## src/rtl/proximity_hit_merge_table_top_macros.svh

```systemverilog
// Assertion macros for the proximity hit merge table
`ifndef PROXIMITY_HIT_MERGE_TABLE_TOP_MACROS_SVH
`define PROXIMITY_HIT_MERGE_TABLE_TOP_MACROS_SVH

// assert that a condition implies a consequence in the same cycle
`define PHM_ASSERT_IMP(label, cond, cons, msg) \
    label: assert property (@(posedge clk) disable iff (!rst_n) (cond) |-> (cons)) \
        else $error(msg);

// assert that a condition implies a consequence in the next cycle
`define PHM_ASSERT_NEXT(label, cond, cons, msg) \
    label: assert property (@(posedge clk) disable iff (!rst_n) (cond) |=> (cons)) \
        else $error(msg);

`endif

```

## src/rtl/phm_pkg.sv

```systemverilog
// Package: types, constants and helpers of the proximity hit merge table
`timescale 1ns / 1ps
`default_nettype none
package phm_pkg;
    localparam int MAX_HITS_DEF = 64;
    localparam int CFG_IDX_W    = 1;
    localparam int CFG_DATA_W   = 22;

    localparam logic [CFG_IDX_W-1:0] REG_MERGE_RADIUS = 1'b0;
    localparam logic [CFG_IDX_W-1:0] REG_TIME_LIMIT   = 1'b1;

    localparam logic [11:0] MERGE_RADIUS_RST = 12'd48;
    localparam logic [21:0] TIME_LIMIT_RST   = 22'd2000000;

    typedef struct packed {
        logic               req_type;
        logic [23:0]        deposit_energy;
        logic [21:0]        deposit_time;
        logic               is_charged;
        logic signed [15:0] pos_x;
        logic signed [15:0] pos_y;
        logic signed [15:0] pos_z;
        logic [15:0]        element_id;
    } in_word_t;

    typedef struct packed {
        logic               record_kind;
        logic               accepted;
        logic               merged;
        logic [5:0]         slot;
        logic signed [15:0] hit_x;
        logic signed [15:0] hit_y;
        logic signed [15:0] hit_z;
        logic [31:0]        hit_energy;
        logic [15:0]        hit_element;
        logic [21:0]        hit_time;
        logic               last;
    } out_word_t;

    typedef struct packed {
        logic signed [15:0] x;
        logic signed [15:0] y;
        logic signed [15:0] z;
        logic [31:0]        energy;
        logic [15:0]        element;
        logic [21:0]        tstamp;
    } hit_t;

    // controller to datapath
    typedef struct packed {
        logic load;       // capture input word
        logic rd_issue;   // read slot at scan index
        logic scan_cmp;   // compare read data
        logic scan_adv;   // advance scan index
        logic commit;     // write merge or new hit
        logic emit_dep;   // build deposit response
        logic emit_rej;   // build reject or empty record
        logic emit_rec;   // build flush record from read data
        logic clear;      // empty the table
    } phm_cmd_t;

    // datapath to controller
    typedef struct packed {
        logic is_flush;
        logic reject;
        logic empty;
        logic scan_done;
        logic rec_last;
        logic out_busy;
    } phm_sts_t;

    typedef enum logic [7:0] {
        ST_IDLE   = 8'b0000_0001,
        ST_CHECK  = 8'b0000_0010,
        ST_READ   = 8'b0000_0100,
        ST_CMP    = 8'b0000_1000,
        ST_COMMIT = 8'b0001_0000,
        ST_RESP   = 8'b0010_0000,
        ST_FREAD  = 8'b0100_0000,
        ST_FEMIT  = 8'b1000_0000
    } phm_state_t;
endpackage
`default_nettype wire

```

## src/rtl/phm_ctrl.sv

```systemverilog
// Controller state machine of the proximity hit merge table
`timescale 1ns / 1ps
`default_nettype none
module phm_ctrl
    import phm_pkg::*;
(
    input  wire logic     clk,
    input  wire logic     rst_n,
    input  wire logic     in_valid,
    output logic          in_stall,
    input  wire phm_sts_t sts,
    output phm_cmd_t      cmd
);
    phm_state_t state_reg, state_next;

    always_ff @(posedge clk or negedge rst_n)
    begin
        if (!rst_n)
        begin
            state_reg <= ST_IDLE;
        end
        else
        begin
            state_reg <= state_next;
        end
    end

    assign in_stall = (state_reg != ST_IDLE);

    always_comb
    begin
        state_next = state_reg;
        cmd = '0;
        unique case (state_reg)
            ST_IDLE:
            begin
                if (in_valid)
                begin
                    cmd.load = 1'b1;
                    state_next = ST_CHECK;
                end
            end
            ST_CHECK:
            begin
                if (!sts.out_busy)
                begin
                    if (sts.is_flush)
                    begin
                        if (sts.empty)
                        begin
                            cmd.emit_rej = 1'b1;
                            cmd.clear = 1'b1;
                            state_next = ST_IDLE;
                        end
                        else
                        begin
                            cmd.rd_issue = 1'b1;
                            state_next = ST_FEMIT;
                        end
                    end
                    else if (sts.reject)
                    begin
                        cmd.emit_rej = 1'b1;
                        state_next = ST_IDLE;
                    end
                    else if (sts.empty)
                    begin
                        state_next = ST_COMMIT;
                    end
                    else
                    begin
                        cmd.rd_issue = 1'b1;
                        state_next = ST_CMP;
                    end
                end
            end
            ST_READ:
            begin
                cmd.rd_issue = 1'b1;
                state_next = ST_CMP;
            end
            ST_CMP:
            begin
                cmd.scan_cmp = 1'b1;
                cmd.scan_adv = 1'b1;
                if (sts.scan_done)
                begin
                    state_next = ST_COMMIT;
                end
                else
                begin
                    cmd.rd_issue = 1'b1;
                end
            end
            ST_COMMIT:
            begin
                cmd.commit = 1'b1;
                state_next = ST_RESP;
            end
            ST_RESP:
            begin
                cmd.emit_dep = 1'b1;
                state_next = ST_IDLE;
            end
            ST_FREAD:
            begin
                if (!sts.out_busy)
                begin
                    cmd.rd_issue = 1'b1;
                    state_next = ST_FEMIT;
                end
            end
            ST_FEMIT:
            begin
                cmd.emit_rec = 1'b1;
                cmd.scan_adv = 1'b1;
                if (sts.rec_last)
                begin
                    cmd.clear = 1'b1;
                    state_next = ST_IDLE;
                end
                else
                begin
                    state_next = ST_FREAD;
                end
            end
            default:
            begin
                state_next = ST_IDLE;
            end
        endcase
    end
endmodule
`default_nettype wire

```

## config.mk

```make
export PLATFORM = sky130hd
export DESIGN_NAME = phm_ctrl
export DESIGN_NICKNAME = d
export VERILOG_FILES = /design/src/rtl/proximity_hit_merge_table_top_macros.svh /design/src/rtl/phm_pkg.sv /design/src/rtl/phm_ctrl.sv
export SDC_FILE = /design/constraint.sdc
export NUM_CORES = 1
export LEC_CHECK = 0
export BUFFER_PORTS_ARGS = -buffer_cell sky130_fd_sc_hd__buf_2
export CAP_MARGIN = 20
export CORE_AREA = 2 2 39 41
export CTS_CLUSTER_SIZE = 40
export DETAILED_ROUTE_END_ITERATION = 8
export DIE_AREA = 0 0 41 43
export PLACE_DENSITY_LB_ADDON = 0.15
export SYNTH_ARGS = -nofsm -noshare
export SYNTH_HDL_FRONTEND = slang
export SYNTH_SLANG_ARGS = --single-unit
```

## constraint.sdc

```tcl
create_clock -name clk -period 5.63 [get_ports clk]
set_input_delay 0 -clock clk [delete_from_list [all_inputs] [get_ports clk]]
set_output_delay 0 -clock clk [all_outputs]
set_load 0.1 [all_outputs]
```

## Word-level counts from Yosys, hierarchy flattened

Index checks and enable logic that the tools add are counted.

- Output and inout port bits: 10
- Register bits: 8
- Input port bits: 9
- Logic and storage cells: 49

- Reductions and logical operators: 2
- Mux-type cells: 33
- Eq/ne operators: 13

Operators with widths:

| operator | number |
|---|---|
| two-way mux 8 bit | 7 |
| case mux 8 bit (7 select lines) | 1 |
| two-way mux 1 bit | 21 |
| equality test 8 x 1 -> 1 bit, second input constant | 1 |
| equality test 8 x 2 -> 1 bit, second input constant | 1 |
| equality test 8 x 3 -> 1 bit, second input constant | 1 |
| equality test 8 x 4 -> 1 bit, second input constant | 1 |
| equality test 8 x 5 -> 1 bit, second input constant | 1 |
| equality test 8 x 6 -> 1 bit, second input constant | 1 |
| equality test 8 x 7 -> 1 bit, second input constant | 1 |
| equality test 8 bit, second input constant | 1 |
| inequality test 2 bit, second input constant | 4 |
| inequality test 8 x 1 -> 1 bit, second input constant | 1 |
| two-way mux 7 bit | 1 |
| two-way mux 5 bit | 1 |
| case mux 1 bit (4 select lines) | 1 |
| AND reduction 4 bit | 1 |
| case mux 1 bit (2 select lines) | 1 |
| OR reduction 2 bit | 1 |

## Logic depth before layout (Yosys ltp)

- Depth after elaboration: 5
- Gate-level depth with buffers: 6
- Gate-level depth less buffers: 5

## Worst setup path after synthesis

OpenSTA, ideal clock, no wires.

- Kind: register to output
- From: reg state_reg[1]
- To: out cmd[4] (netlist bit)
- Arrival time: 4.154 ns
- Setup slack: 1.476 ns
- Cell stages (with the launch flop): 4
- Required time: 5.630 ns
- Cells stage by stage: dfrtp_1 -> buf_6 -> or4_4 -> nor4b_1

RTL lines:

| what | line | text |
|---|---|---|
| start, declared | phm_ctrl.sv:14 | `phm_state_t state_reg, state_next;` |
| start signal, assigned | phm_ctrl.sv:24 | `state_reg <= state_next;` |
| end, declared | phm_ctrl.sv:12 | `output phm_cmd_t cmd` |

==> impl_metrics.json <==
{
  "grt_pass1_vias": 530,
  "clkSinkCount": 7,
  "clk_pin_slew_ns": 0.05,
  "clk_latency_ns": 0.26,
  "layout.nets": 104,
  "syn-cell-area_sq_um": 584,
  "cts_tree": "done",
  "io_buffers": 18,
  "grt_pass1_wl_mm": 2.21,
  "dr_wl_met3_um": 89,
  "synth_cell_types": 32,
  "skew_ns": 0.00945,
  "fp.dieH_um": 43,
  "viasPerCell": 5.52,
  "synth_edf_count": 0,
  "path_max_fanout": 9,
  "power_uw": 336,
  "yosys_warnings": 0,
  "drt-wirelength-per-cell_um": 12.9,
  "hp-class": "primary input to flip-flop",
  "power_density_mw_per_mm2": 467,
  "maxCapViolations": 0,
  "m1WireLength_um": 632,
  "drive_gt1_frac": 0.277,
  "grt.total_usage": 0.187,
  "max_freq_mhz": 408,
  "hpwl_mm": 1.11,
  "start_kind": "flip-flop",
  "worst_slack_ns": 3.18,
  "yosysSeqAreaShare": 0.302,
  "ir_drop_v": 0.000215,
  "tns_ns": 0,
  "overflow": 0,
  "slew_violations": 0,
  "worst_path_max_delay_cell": "or4_4",
  "setup_viol": 0,
  "final_antenna_net_count": 0,
  "wl_met2_um": 686,
  "numCtsBuffers": 3,
  "yosysTopAreaCellShare": 0.257,
  "synthCells": 74,
  "slew_headroom": 0.597,
  "grt_start_max_net_pins": 11,
  "first_iter_violations": 15,
  "r2r-start": "state_reg[1]",
  "synthArstFlopShare": 1.00,
  "ios": 19,
  "wl_mm": 1.42,
  "worst_pin_slew_ns": 0.599,
  "ys.flop_type": "dfrtp_1",
  "worst-path-buf-inv": 1,
  "synth-seq-cells": 7,
  "areaGrowthSynthToFinish_pct": 22.9,
  "drc": 0,
  "die_x_um": 41,
  "fin_crit_sh": 0.436,
  "clockRootBuffer": "clkbuf_4",
  "largest_reg_flops": 7,
  "leakage_nw": 0.364,
  "postSynthAreaPerCell_sq_um": 7.90,
  "rows": 14,
  "period_minus_slack_ns": 2.45,
  "synthTopCellsByCount": "nor2_1, inv_1, dfrtp_1, nand2_1",
  "synth_fp_nets": 83,
  "die_area_sq_mm": 0.00176,
  "dr_total_vias": 607,
  "crit_family": "simple AND/OR/NAND/NOR gates",
  "place_ws_ns": 3.47,
  "rsz0062_at_grt": "false",
  "cp_data_arrival_time_ns": 2.45,
  "gp_congestion": 0.746,
  "hold_violations": 0,
  "status": "complete, no violations",
  "fp.coreArea_sq_mm": 0.00138,
  "clock_path_buffers": 2,
  "highest_layer": "met4",
  "crit_chain": "or4_4 -> or4b_4 -> o21ai_0 -> buf_2",
  "crit_path_end_kind": "output port",
  "synth_most_common_cell": "nor2_1",
  "post_cts.repair.setup_buffers": 0,
  "synth.largest_area_cell": "dfrtp_1",
  "slowest_delay_ns": 0.58,
  "antenna_found_initial": 0,
  "ys_top_cells_by_area": "dfrtp_1, nor2_1, inv_1",
  "cp-startpoint": "state_reg[1]",
  "diodes": 0,
  "htreeDepth": 1,
  "start_util": 0.422,
  "crit_required_ns": 5.63,
  "first_pass_iters": 4,
  "min_from": "sts[0]",
  "crit_type": "flip-flop to output port"
}
==> kinds of logic after synthesis <==
kind of cell    share of synthesized area
compound gates                      0.248
xor+xnor                           0.0300
buf+inv                            0.0899
flops                               0.302
simple gates                        0.330
==> metal layers <==
layer	track usage	vias up
li1	-	311
met3	0.0628	2
met1	0.265	275
met5	0	-
met2	0.263	19
met4	0.0600	0
==> worst reg2reg max path, delay by kind of cell (launching register included) <==
family           cells  cell delay [ns]
AND/OR/NAND/NOR      2             1.13
flip-flops           1             0.46
AO/OA/AOI/OAI        3             0.42
==> timing repair <==
| action | in CTS | in global routing |
|---|---|---|
| hold buffers | 2 | 0 |
| hold endpoints to repair | 8 | 0 |
| gates resized for setup | 0 | 0 |
==> report_power, final <==
part | leakage, nW | internal, mW | switching [mW]
Sequential | 0.0931 | 0.0628 | 0.0195
Clock | 0.0150 | 0.0270 | 0.0183
Combinational | 0.256 | 0.0573 | 0.151
==> layout by cell type, fill, tap and decap left out, drive strengths merged <==
cell type,n
dfstp,1
xor2,2
a41oi,1
buf,18
a32oi,1
clkbuf,4
nand2,6
nand3,1
and4,1
a211o,1
o211ai,1
nor4b,2
dlygate4sd3,2
nor2,9
or4b,1
a211oi,1
o22ai,3
inv,8
a21oi,4
or2b,1
nor4,2
or4,1
dfrtp,6
nand2b,2
or3,1
o21ai,4
nor3b,2
a21boi,1
nand4,1
nor3,4
a32o,2
==> final cells by class <==
type | instances | area (sq um)
multi-input combinational | 55 | 355
timing repair buffer | 20 | 110
sequential | 7 | 176
clock buffer | 4 | 26.3
fill | 139 | 666
inverter | 8 | 30.0
tap | 16 | 20.0
==> worst paths after layout <==
path / end / slack (ns) / cells past startpoint
setup / recovery: cmd[7] / 3.18 / 4
hold / removal: state_reg[6] / 0.04 / 3
setup reg to reg: state_reg[0] / 3.55 / 5
hold reg to reg: state_reg[0] / 0.55 / 2
max in group asynchronous: state_reg[0] / 5.31 / 2
min in group asynchronous: state_reg[7] / 0.10 / 2
==> through the flow <==
stage | hold slack, ns | utilization | instances | area, sq um
finish | 0.0441 | 0.519 | 110 | 718
global route | 0.0554 | 0.519 | 110 | 718
global placement | -0.167 | 0.486 | 104 | 672
floorplan | -0.296 | - | 74 | 584
detailed placement | -0.163 | 0.486 | 104 | 672
CTS | 0.0429 | 0.519 | 110 | 718
(Power assumes the default switching activity.)
